## config.mk

```make
export PLATFORM = sky130hd
export DESIGN_NAME = rgb_to_hsv_converter_top
export DESIGN_NICKNAME = d
export VERILOG_FILES = /design/src/rhc_pkg.sv /design/src/rgb_to_hsv_converter_top.sv /design/src/rhc_prep.sv /design/src/rhc_div_cell.sv /design/src/rhc_skid.sv
export VERILOG_INCLUDE_DIRS = /design/src /design/src/src
export SDC_FILE = /design/constraint.sdc
export NUM_CORES = 2
export LEC_CHECK = 0
export BUFFER_PORTS_ARGS = -buffer_cell sky130_fd_sc_hd__buf_2
export CAP_MARGIN = 20
export CORE_AREA = 2 2 418 420
export CTS_BUF_LIST = sky130_fd_sc_hd__clkbuf_4 sky130_fd_sc_hd__clkbuf_8 sky130_fd_sc_hd__clkbuf_16
export CTS_CLUSTER_SIZE = 14
export DETAILED_ROUTE_END_ITERATION = 8
export DIE_AREA = 0 0 420 422
export PLACE_DENSITY = 0.84
export REMOVE_ABC_BUFFERS = 1
export SLEW_MARGIN = 20
export SYNTH_ARGS = -nofsm -noshare
export SYNTH_HDL_FRONTEND = slang
export SYNTH_SLANG_ARGS = --single-unit
export TNS_END_PERCENT = 1
```

## constraint.sdc

```tcl
create_clock -name clk -period 150.3 [get_ports clk]
set_input_delay 15.03 -clock clk [delete_from_list [all_inputs] [get_ports clk]]
set_output_delay 15.03 -clock clk [all_outputs]
set_load 0.02 [all_outputs]
```

## src/rgb_to_hsv_converter_top_assert.svh

```systemverilog
// Assertion macros for the RGB to HSV converter top level.
// Expects clk and arst_n in the scope of use.
`ifndef RGB_TO_HSV_CONVERTER_TOP_ASSERT_SVH
`define RGB_TO_HSV_CONVERTER_TOP_ASSERT_SVH

// same-cycle implication
`define RHC_ASSERT_IMP(name, ante, cons, msg) \
	name: assert property (@(posedge clk) disable iff (!arst_n) (ante) |-> (cons)) \
		else $error(msg);

// next-cycle implication
`define RHC_ASSERT_NXT(name, ante, cons, msg) \
	name: assert property (@(posedge clk) disable iff (!arst_n) (ante) |=> (cons)) \
		else $error(msg);

`endif

```

## src/rhc_pkg.sv

```systemverilog
// rhc_pkg: widths, word types and divider cell word for the RGB to HSV converter.
// No dependencies.
`timescale 1ns / 1ps

package rhc_pkg;

	localparam int COMP_BITS  = 16;
	localparam int QUOT_BITS  = COMP_BITS + 1;
	localparam int HDIV_BITS  = COMP_BITS + 3;
	localparam int CELL_COUNT = QUOT_BITS;

	typedef struct packed {
		logic [COMP_BITS-1:0] alpha_in;
		logic [COMP_BITS-1:0] red;
		logic [COMP_BITS-1:0] green;
		logic [COMP_BITS-1:0] blue;
		logic                 last_pixel;
	} pixel_in_t;

	typedef struct packed {
		logic [COMP_BITS-1:0] alpha_out;
		logic [COMP_BITS-1:0] hue;
		logic [COMP_BITS-1:0] saturation;
		logic [COMP_BITS-1:0] brightness;
		logic                 last_out;
	} pixel_out_t;

	typedef struct packed {
		logic [COMP_BITS-1:0] alpha;
		logic                 last;
		logic                 grey;
		logic [COMP_BITS-1:0] vmax;
		logic [COMP_BITS-1:0] sat_rem;
		logic [COMP_BITS:0]   sat_low;
		logic [COMP_BITS:0]   sat_q;
		logic [HDIV_BITS-1:0] hue_rem;
		logic [HDIV_BITS-1:0] hue_div;
		logic [COMP_BITS:0]   hue_low;
		logic [COMP_BITS:0]   hue_q;
	} div_word_t;

endpackage

```

## src/rgb_to_hsv_converter_top.sv

```systemverilog
// rgb_to_hsv_converter_top: RGB to HSV pixel converter over a chain of divider cells.
// One word per cycle while the skid entry is not full.
// Words pass through two front stages, the 17-cell division chain and the output register.
// Reset clears all valid bits; input is taken right after reset. Stall input freezes
// the chain once the skid entry is full. Depends on rhc_pkg, rhc_prep, rhc_div_cell,
// rhc_skid and rgb_to_hsv_converter_top_assert.svh.
`timescale 1ns / 1ps
`include "rgb_to_hsv_converter_top_assert.svh"

module rgb_to_hsv_converter_top (
	input  logic                clk,
	input  logic                arst_n,
	input  logic                pix_valid,
	output logic                pix_stall,
	input  rhc_pkg::pixel_in_t  pix,
	output logic                hsv_valid,
	input  logic                hsv_stall,
	output rhc_pkg::pixel_out_t hsv
);

	localparam int B = rhc_pkg::COMP_BITS;
	localparam int N = rhc_pkg::CELL_COUNT;

	logic                full;
	logic                en;
	logic                chain_valid [0:N];
	rhc_pkg::div_word_t  chain_word [0:N];
	rhc_pkg::pixel_out_t res;

	assign en        = !full;
	assign pix_stall = full;

	rhc_prep u_prep (
		.clk       (clk),
		.arst_n    (arst_n),
		.en        (en),
		.pix_valid (pix_valid),
		.pix       (pix),
		.valid     (chain_valid[0]),
		.word      (chain_word[0])
	);

	for (genvar i = 0; i < N; i++) begin : g_cell
		rhc_div_cell u_cell (
			.clk      (clk),
			.arst_n   (arst_n),
			.en       (en),
			.up_valid (chain_valid[i]),
			.up_word  (chain_word[i]),
			.dn_valid (chain_valid[i+1]),
			.dn_word  (chain_word[i+1])
		);
	end

	always_comb begin
		res.alpha_out  = chain_word[N].alpha;
		res.hue        = chain_word[N].grey ? '0 : chain_word[N].hue_q[B-1:0];
		res.saturation = chain_word[N].grey ? '0 : chain_word[N].sat_q[B-1:0];
		res.brightness = chain_word[N].vmax;
		res.last_out   = chain_word[N].last;
	end

	rhc_skid u_skid (
		.clk       (clk),
		.arst_n    (arst_n),
		.push      (en && chain_valid[N]),
		.push_word (res),
		.stall     (hsv_stall),
		.full      (full),
		.valid     (hsv_valid),
		.word      (hsv)
	);

	`RHC_ASSERT_IMP(a_skid_behind_out, pix_stall, hsv_valid, "skid full with empty output")
	`RHC_ASSERT_IMP(a_stall_cause, $rose(pix_stall), $past(hsv_valid && hsv_stall), "no cause")
	`RHC_ASSERT_NXT(a_skid_drain, pix_stall && !hsv_stall, !pix_stall, "skid did not drain")
	`RHC_ASSERT_IMP(a_grey_hue, hsv_valid && hsv.saturation == '0, hsv.hue == '0, "grey word with hue")

endmodule

```

## src/rhc_prep.sv

```systemverilog
// rhc_prep: two front stages, max/min select then chroma and divider setup.
// Depends on rhc_pkg.
`timescale 1ns / 1ps

module rhc_prep (
	input  logic                clk,
	input  logic                arst_n,
	input  logic                en,
	input  logic                pix_valid,
	input  rhc_pkg::pixel_in_t  pix,
	output logic                valid,
	output rhc_pkg::div_word_t  word
);

	localparam int B = rhc_pkg::COMP_BITS;
	localparam int H = rhc_pkg::HDIV_BITS;

	typedef enum logic [2:0] {
		SEL_RED   = 3'b001,
		SEL_GREEN = 3'b010,
		SEL_BLUE  = 3'b100
	} max_sel_t;

	max_sel_t        sel_c;
	logic [B-1:0]    vmax_c;
	logic [B-1:0]    vmin_c;
	logic [B:0]      n_c;

	logic            valid_s1;
	logic [B-1:0]    alpha_s1;
	logic            last_s1;
	logic [B-1:0]    vmax_s1;
	logic [B-1:0]    vmin_s1;
	logic [B:0]      n_s1;
	max_sel_t        sel_s1;

	logic [B-1:0]    chroma;
	logic [H-1:0]    kc;
	logic [H-1:0]    m;
	logic [H-1:0]    six_c;
	logic [2*B-1:0]  x;

	logic               valid_s2;
	rhc_pkg::div_word_t word_s2;

	always_comb begin
		if (pix.red >= pix.green && pix.red >= pix.blue) begin
			sel_c  = SEL_RED;
			vmax_c = pix.red;
		end else if (pix.green >= pix.blue) begin
			sel_c  = SEL_GREEN;
			vmax_c = pix.green;
		end else begin
			sel_c  = SEL_BLUE;
			vmax_c = pix.blue;
		end
		vmin_c = pix.red;
		if (pix.green < vmin_c) vmin_c = pix.green;
		if (pix.blue < vmin_c) vmin_c = pix.blue;
		unique case (sel_c)
			SEL_RED:   n_c = {1'b0, pix.green} - {1'b0, pix.blue};
			SEL_GREEN: n_c = {1'b0, pix.blue} - {1'b0, pix.red};
			SEL_BLUE:  n_c = {1'b0, pix.red} - {1'b0, pix.green};
			default:   n_c = '0;
		endcase
	end

	always_ff @(posedge clk or negedge arst_n) begin
		if (!arst_n) begin
			valid_s1 <= 1'b0;
		end else if (en) begin
			valid_s1 <= pix_valid;
		end
	end

	always_ff @(posedge clk) begin
		if (en) begin
			alpha_s1 <= pix.alpha_in;
			last_s1  <= pix.last_pixel;
			vmax_s1  <= vmax_c;
			vmin_s1  <= vmin_c;
			n_s1     <= n_c;
			sel_s1   <= sel_c;
		end
	end

	always_comb begin
		chroma = vmax_s1 - vmin_s1;
		six_c  = {1'b0, chroma, 2'b00} + {2'b00, chroma, 1'b0};
		unique case (sel_s1)
			SEL_RED:   kc = six_c;
			SEL_GREEN: kc = {2'b00, chroma, 1'b0};
			SEL_BLUE:  kc = {1'b0, chroma, 2'b00};
			default:   kc = '0;
		endcase
		m = kc + {{(H-B-1){n_s1[B]}}, n_s1};
		x = {chroma, {B{1'b0}}} - {{B{1'b0}}, chroma};
	end

	always_ff @(posedge clk or negedge arst_n) begin
		if (!arst_n) begin
			valid_s2 <= 1'b0;
		end else if (en) begin
			valid_s2 <= valid_s1;
		end
	end

	always_ff @(posedge clk) begin
		if (en) begin
			word_s2.alpha   <= alpha_s1;
			word_s2.last    <= last_s1;
			word_s2.grey    <= (chroma == '0);
			word_s2.vmax    <= vmax_s1;
			word_s2.sat_rem <= {1'b0, x[2*B-1:B+1]};
			word_s2.sat_low <= x[B:0];
			word_s2.sat_q   <= '0;
			word_s2.hue_rem <= {1'b0, m[H-1:1]};
			word_s2.hue_div <= six_c;
			word_s2.hue_low <= {m[0], {B{1'b0}}};
			word_s2.hue_q   <= '0;
		end
	end

	assign valid = valid_s2;
	assign word  = word_s2;

endmodule

```

## src/rhc_div_cell.sv

```systemverilog
// rhc_div_cell: one restoring-division step for saturation and hue, registered.
// Depends on rhc_pkg.
`timescale 1ns / 1ps

module rhc_div_cell (
	input  logic               clk,
	input  logic               arst_n,
	input  logic               en,
	input  logic               up_valid,
	input  rhc_pkg::div_word_t up_word,
	output logic               dn_valid,
	output rhc_pkg::div_word_t dn_word
);

	localparam int B = rhc_pkg::COMP_BITS;
	localparam int H = rhc_pkg::HDIV_BITS;

	logic [B:0]         sat_try;
	logic [B:0]         sat_dv;
	logic [B:0]         sat_diff;
	logic               sat_bit;
	logic [H:0]         hue_try;
	logic [H:0]         hue_dv;
	logic [H:0]         hue_diff;
	logic               hue_bit;
	rhc_pkg::div_word_t nxt;

	logic               valid_q;
	rhc_pkg::div_word_t word_q;

	always_comb begin
		sat_try  = {up_word.sat_rem, up_word.sat_low[B]};
		sat_dv   = {1'b0, up_word.vmax};
		sat_diff = sat_try - sat_dv;
		sat_bit  = (sat_try >= sat_dv);
		hue_try  = {up_word.hue_rem, up_word.hue_low[B]};
		hue_dv   = {1'b0, up_word.hue_div};
		hue_diff = hue_try - hue_dv;
		hue_bit  = (hue_try >= hue_dv);

		nxt         = up_word;
		nxt.sat_rem = sat_bit ? sat_diff[B-1:0] : sat_try[B-1:0];
		nxt.sat_low = {up_word.sat_low[B-1:0], 1'b0};
		nxt.sat_q   = {up_word.sat_q[B-1:0], sat_bit};
		nxt.hue_rem = hue_bit ? hue_diff[H-1:0] : hue_try[H-1:0];
		nxt.hue_low = {up_word.hue_low[B-1:0], 1'b0};
		nxt.hue_q   = {up_word.hue_q[B-1:0], hue_bit};
	end

	always_ff @(posedge clk or negedge arst_n) begin
		if (!arst_n) begin
			valid_q <= 1'b0;
		end else if (en) begin
			valid_q <= up_valid;
		end
	end

	always_ff @(posedge clk) begin
		if (en) begin
			word_q <= nxt;
		end
	end

	assign dn_valid = valid_q;
	assign dn_word  = word_q;

endmodule

```

## src/rhc_skid.sv

```systemverilog
// rhc_skid: output register with one skid entry; full freezes the pipeline.
// Depends on rhc_pkg.
`timescale 1ns / 1ps

module rhc_skid (
	input  logic                clk,
	input  logic                arst_n,
	input  logic                push,
	input  rhc_pkg::pixel_out_t push_word,
	input  logic                stall,
	output logic                full,
	output logic                valid,
	output rhc_pkg::pixel_out_t word
);

	logic                out_valid_q;
	rhc_pkg::pixel_out_t out_word_q;
	logic                skid_valid_q;
	rhc_pkg::pixel_out_t skid_word_q;
	logic                take;

	assign take = out_valid_q && !stall;

	always_ff @(posedge clk or negedge arst_n) begin
		if (!arst_n) begin
			out_valid_q  <= 1'b0;
			skid_valid_q <= 1'b0;
		end else if (skid_valid_q) begin
			if (take) begin
				skid_valid_q <= 1'b0;
			end
		end else if (push) begin
			if (out_valid_q && !take) begin
				skid_valid_q <= 1'b1;
			end else begin
				out_valid_q <= 1'b1;
			end
		end else if (take) begin
			out_valid_q <= 1'b0;
		end
	end

	always_ff @(posedge clk) begin
		if (skid_valid_q) begin
			if (take) begin
				out_word_q <= skid_word_q;
			end
		end else if (push) begin
			if (out_valid_q && !take) begin
				skid_word_q <= push_word;
			end else begin
				out_word_q <= push_word;
			end
		end
	end

	assign full  = skid_valid_q;
	assign valid = out_valid_q;
	assign word  = out_word_q;

endmodule
```

## Word level (Yosys, flattened, before mapping)

Index checks and enable logic that the tools add are counted.

| storage, ports and cells | value |
|---|---|
| output and inout bits | 67 |
| register bits after elaboration | 2174 |
| word-level logic and storage cells | 379 |

| cells by class | value |
|---|---|
| reduce and logical (&&, ||, !) cells | 13 |
| equal/unequal tests | 9 |
| multiplexer cells | 53 |
| $add $sub $neg | 39 |
| order comparisons | 39 |
| bitwise gates (word level) | 1 |

Operators by type and width:

| operator | number |
|---|---|
| 2-to-1 mux 16 bit | 22 |
| greater-or-equal comparator 20 x 19 -> 1 bit | 16 |
| 2-to-1 mux 19 bit | 16 |
| subtractor 19 bit | 16 |
| greater-or-equal comparator 17 x 16 -> 1 bit | 16 |
| subtractor 16 bit | 17 |
| 2-to-1 mux 65 bit | 4 |
| greater-or-equal comparator 16 bit | 4 |
| case mux 19 bit (3 select lines) | 1 |
| case mux 17 bit (3 select lines) | 1 |
| subtractor 16 x 16 -> 17 bit | 3 |
| < comparator 16 bit | 2 |
| subtractor 32 x 16 -> 32 bit | 1 |
| adder 18 x 17 -> 19 bit | 1 |
| adder 19 bit | 1 |
| greater-or-equal comparator 19 bit | 1 |
| zero test 16 bit | 1 |
| AND reduction 3 bit | 3 |
| 2-to-1 mux 1 bit | 7 |
| == test 3 x 1 -> 1 bit, second input constant | 2 |
| == test 3 x 2 -> 1 bit, second input constant | 2 |
| == test 3 bit, second input constant | 2 |
| 2-to-1 mux 3 bit | 2 |
| logical AND 1 bit | 4 |
| other kinds (5) | 9 |

## Longest topological paths before layout

| logic depth | value |
|---|---|
| depth in word-level cells | 7 |
| depth in mapped cells | 27 |

## Hierarchy

A second synthesis with hierarchy kept.

| second synthesis, totals | value |
|---|---|
| cells, all modules | 9923 |
| area total of the unflattened synthesis | 136448.4 um^2 |

Modules (own cells, without submodules):

| module | instances | cells each | area each (um^2) | sequential area each (um^2) |
|---|---|---|---|---|
| rhc_div_cell (g_cell[12].u_cell ...) | 10 | 489 | 6859.1 | 4649.5 |
| rhc_div_cell (g_cell[0].u_cell ...) | 5 | 497 | 7114.3 | 4649.5 |
| rhc_prep | 1 | 1260 | 12997.5 | 5154.9 |
| rhc_div_cell (g_cell[16].u_cell) | 1 | 520 | 7236.9 | 4649.5 |
| rhc_div_cell (g_cell[3].u_cell) | 1 | 516 | 7000.5 | 4649.5 |
| rhc_skid | 1 | 215 | 4818.4 | 3953.8 |
| rgb_to_hsv_converter_top | 1 | 37 | 232.7 | 0.0 |

## Worst setup path after synthesis

OpenSTA, ideal clock, no wires.

| path | value |
|---|---|
| kind | reg2reg |
| from | reg u_skid.skid_valid_q (netlist: u_skid.full) |
| to | reg u_skid.out_word_q (netlist bit u_skid.word[0]), enable pin |
| stages on the path, launching flop included | 5 |
| library setup time | 0.587 ns |
| data required time | 149.713 ns |
| data arrival time | 64.271 ns |
| setup slack | 85.442 ns |
| path through | dfrtp_1 -> clkinv_1 -> buf_1 -> nand2_1 -> a21boi_0 |

| on the way | value |
|---|---|
| word-level cells in the longest chain between the ends | 4 |
| elaborated cells on any way between the ends | 6 |
| classes of those cells | 2 x eq/ne; 4 x reduce/logical |

RTL lines:

| item | line | text |
|---|---|---|
| start, declared | rhc_skid.sv:18 | `logic skid_valid_q;` |
| start signal, assigned | rhc_skid.sv:27 | `skid_valid_q <= 1'b0;` |
| start signal, assigned | rhc_skid.sv:30 | `skid_valid_q <= 1'b0;` |
| start signal, assigned | rhc_skid.sv:34 | `skid_valid_q <= 1'b1;` |
| zero test 1 bit | rgb_to_hsv_converter_top.sv:30 | `assign en = !full;` |
| logical AND 1 bit | rgb_to_hsv_converter_top.sv:66 | `.push (en && chain_valid[N]),` |
| nonzero test 2 bit (no source line) | n/a |  |
| AND reduction 3 bit (no source line) (*) | n/a |  |
| end signal, assigned | rhc_skid.sv:46 | `out_word_q <= skid_word_q;` |
| end signal, assigned | rhc_skid.sv:52 | `out_word_q <= push_word;` |
| end, declared | rhc_skid.sv:17 | `rhc_pkg::pixel_out_t out_word_q;` |

Mark *: on every way between the ends. The rest lies on a longest branch, timed or not.
A chain may end at the register's enable or synchronous reset.

## Final worst setup path

| path | value |
|---|---|
| from | in pix[18] in the netlist's numbering |
| to | reg u_prep.vmin_s1[14] (data pin) |

| on the way | value |
|---|---|
| word-level cells in the longest chain between the ends | 4 |

RTL lines:

| item | line | text |
|---|---|---|
| start, declared | rgb_to_hsv_converter_top.sv:15 | `input rhc_pkg::pixel_in_t pix,` |
| < comparator 16 bit | rhc_prep.sv:58 | `if (pix.green < vmin_c) vmin_c = pix.green;` |
| 2-to-1 mux 16 bit (*) | rhc_prep.sv:58 |  |
| < comparator 16 bit | rhc_prep.sv:59 | `if (pix.blue < vmin_c) vmin_c = pix.blue;` |
| 2-to-1 mux 16 bit (*) | rhc_prep.sv:59 |  |
| via u_prep.vmin_c[14] | rhc_prep.sv:26 | `logic [B-1:0] vmin_c;` |
| end signal, assigned | rhc_prep.sv:81 | `vmin_s1 <= vmin_c;` |
| end, declared | rhc_prep.sv:33 | `logic [B-1:0] vmin_s1;` |

The timed path passes the listed nets; every way through them passes the cells marked *.

==> flow_summary.ini <==
[critical_path]
cp-start-kind = primary input
worstReg2RegEnd = u_prep.word[70]$_DFFE_PN_
cp_max_fo = 31
required_ns = 150.88
reg2reg_slack_ns = 143.27
arrival_ns = 19.80
reg2reg_depth = 25
end_kind = flop
reg2reg_from = u_prep.vmax_s1[0]$_DFFE_PN_
setup.worst_path.class = primary input to flop

[floorplanning]
core-area_um2 = 173000
die_w_um = 420
initial_utilization_pct = 59.7
rows = 153
boundaryPins = 136
die_h_um = 422
die_area_um2 = 177000

[global_routing]
grt_max_degree = 189
gr-usage-all-layers_pct = 24.9
grt_overflow_total = 0
grtUsageMet2_pct = 44.3
use_met3_pct = 3.54
grt_pass1_vias = 64300
grt-busiest-layer = met2
use_met1_pct = 29.1
antenna_found_initial = 4
grt_pass1_wl_um = 346000

[placed_design]
io_buffers = 135
place.gp.congestion = 0.959
dpl_cell_area_um2 = 107000
dp_hpwl_um = 154000

[sta]
finalCritPeriodShare_pct = 12.8
setup_tns_ns = 0
rsz0062_at_grt = false
final-hold-violation-count = 0
min_period_ns = 19.21
skew_ns = 0.0350
fmax_mhz = 52.0
tightest_slew_ns = 1.07
max_slew_margin_pct = 28.4
setup_violations = 0
maxSlewViolCount = 0

[clocking]
insertion_delay_ns = 0.88
cts_made_buffers = 206
cts_tree = done
cts-root-buf = clkbuf_16
htreeDepth = 4
clk_pin_slew_ns = 0.07
cts_hold_buf = 0
numClockSinks = 2109
post_cts_resize_count = 0
postCtsSetupBuffers = 0
clk_path_buf_depth = 3

[synthesis]
synth_ff_type = edfxtp_1
ys_types = 90
syn_avg_cell_area_um2 = 12.9
ys_seq_area_share_pct = 61.3
postSynthCellCount = 8012
syn-cell-area_um2 = 103000
ys_ff_latch = 2109
synth-edff-count = 2088
async_flop_share_pct = 0.996
yosysWarnings = 0

[hold_path]
hold_class = flop to flop
hold_depth = 0
min_to = g_cell[7].u_cell.dn_word[150]$_DFFE_PN_
hold_path_startpoint = g_cell[6].u_cell.dn_word[150]$_DFFE_PN_

[run_status]
status = finished, final reports clean

[cells_and_area]
final_common_cell = edfxtp_1
synthToLayoutAreaGrowth_pct = 9.97
final_cell_mix = 2088 x edfxtp_1, 912 x inv_1, 697 x ha_1
nNetsFinal = 9088
drive_gt1_share_pct = 10.8
stdcell_area_um2 = 113000

[route]
antenna_left = 0
routed_via_density = 5.84
drc = 0
post_drt_wl_per_cell_um = 20.4
vias = 62900
firstDrtPassIters = 9
drt_iter0_drc = 5339
finalWirelength_um = 220000

[flow_run]
maxCapViolCount = 0
-- worst max-delay path by stage --
stage,startpoint,end,slack (ns),cells after the start
after floorplan,u_skid.full$_DFF_PN0_,u_skid.word[0]$_DFFE_PP_,95.79,3
after global placement,pix[18],u_prep.vmin_s1[8]$_DFFE_PN_,130.16,21
after detailed placement,pix[18],u_prep.vmin_s1[14]$_DFFE_PN_,130.23,21
after CTS,pix[18],u_prep.vmin_s1[14]$_DFFE_PN_,131.14,21
after global routing,pix[18],u_prep.vmin_s1[14]$_DFFE_PN_,130.78,21
final,pix[18],u_prep.vmin_s1[14]$_DFFE_PN_,131.09,21
-- cell type report --
| type | count | area, um2 |
|---|---|---|
| multi-input combinational | 4865 | 36100 |
| tap | 2325 | 2910 |
| timing repair buffer | 185 | 1130 |
| fill | 11800 | 59500 |
| sequential | 2109 | 63200 |
| clock buffer | 247 | 5500 |
| inverter | 917 | 3450 |
| clock inverter | 126 | 1110 |
| antenna | 4 | 10.0 |
-- registers in the layout, indices dropped and copies added, names as in the netlist --
| register | count |
|---|---|
| g_cell.u_cell.dn_word | 1788 |
| u_prep.word | 101 |
| u_skid.skid_word_q | 65 |
| u_skid.word | 65 |
| g_cell.u_cell.dn_valid | 17 |
| u_prep.n_s1 | 17 |
| u_prep.alpha_s1 | 16 |
| u_prep.vmax_s1 | 16 |
| u_prep.vmin_s1 | 16 |
| u_prep.sel_s1 | 3 |
| u_prep.last_s1 | 1 |
| u_prep.valid | 1 |
| u_prep.valid_s1 | 1 |
| u_skid.full | 1 |
| u_skid.valid | 1 |
-- metal layers --
metal,share of wire (%),up-vias
met1,38,30500
met2,51,2002
met3,4.5,617
met4,5.7,8
met5,0.026,-
li1,-,29800
-- metrics by stage --
stage / std cells / hold WS [ns] / setup slack [ns] / util, %
after floorplan: 7891 / 0.400 / 95.79 / -
after global placement: 10400 / 0.400 / 130.16 / 61.8
after detailed placement: 10400 / 0.405 / 130.23 / 61.8
after CTS: 10800 / 0.405 / 131.14 / 65.6
after global routing: 10800 / 0.408 / 130.78 / 65.6
final: 10800 / 0.401 / 131.09 / 65.6
-- worst max-delay path: stages --
cell and delay [ns]:
buf_2 0.16, inv_1 0.11, ha_1 0.31, nor2b_1 0.13, o21ai_0 0.25, a21boi_1 0.15, o31ai_1 0.46, a21oi_1 0.19
a21oi_1 0.38, or2_2 0.63, nor2_1 0.08, a21oi_1 0.21, ha_1 0.29, a21o_1 0.18, a21o_1 0.17, a21oi_1 0.17
o21ai_0 0.17, a21oi_1 0.18, o21ai_2 0.07, buf_4 0.25, mux2i_1 0.17
-- Yosys cell counts (89+ instances only) --
| library cell | instances | area [um2] |
|---|---|---|
| edfxtp_1 | 2088 | 62700 |
| inv_1 | 912 | 3420 |
| ha_1 | 697 | 8720 |
| nor2_1 | 509 | 1910 |
| a21oi_1 | 438 | 2190 |
| nand2_1 | 420 | 1580 |
| o21ai_0 | 418 | 2090 |
| mux2_2 | 313 | 3520 |
| xnor2_1 | 301 | 2640 |
| a21o_1 | 194 | 1460 |
| xor2_1 | 153 | 1340 |
| nor2b_1 | 148 | 926 |
| nor3_1 | 111 | 556 |
| nand2b_1 | 100 | 626 |
| nand4_1 | 99 | 619 |
| clkbuf_1 | 93 | 349 |
| nand3_1 | 89 | 445 |
-- logic make-up after synthesis --
kind of cell / after synthesis / synth area share, %
flip-flops: 2109 / 61.3
AND/OR/NAND/NOR: 1658 / 7.68
AO/OA/AOI/OAI: 1636 / 10.0
buffers and inverters: 1038 / 3.80
adder cells (fa/ha/maj): 735 / 9.19
XOR/XNOR: 458 / 3.93
multiplexers: 378 / 4.05
Power is not shown: default switching activity piles up to over one toggle a cycle in this logic, so the estimate is an artifact.
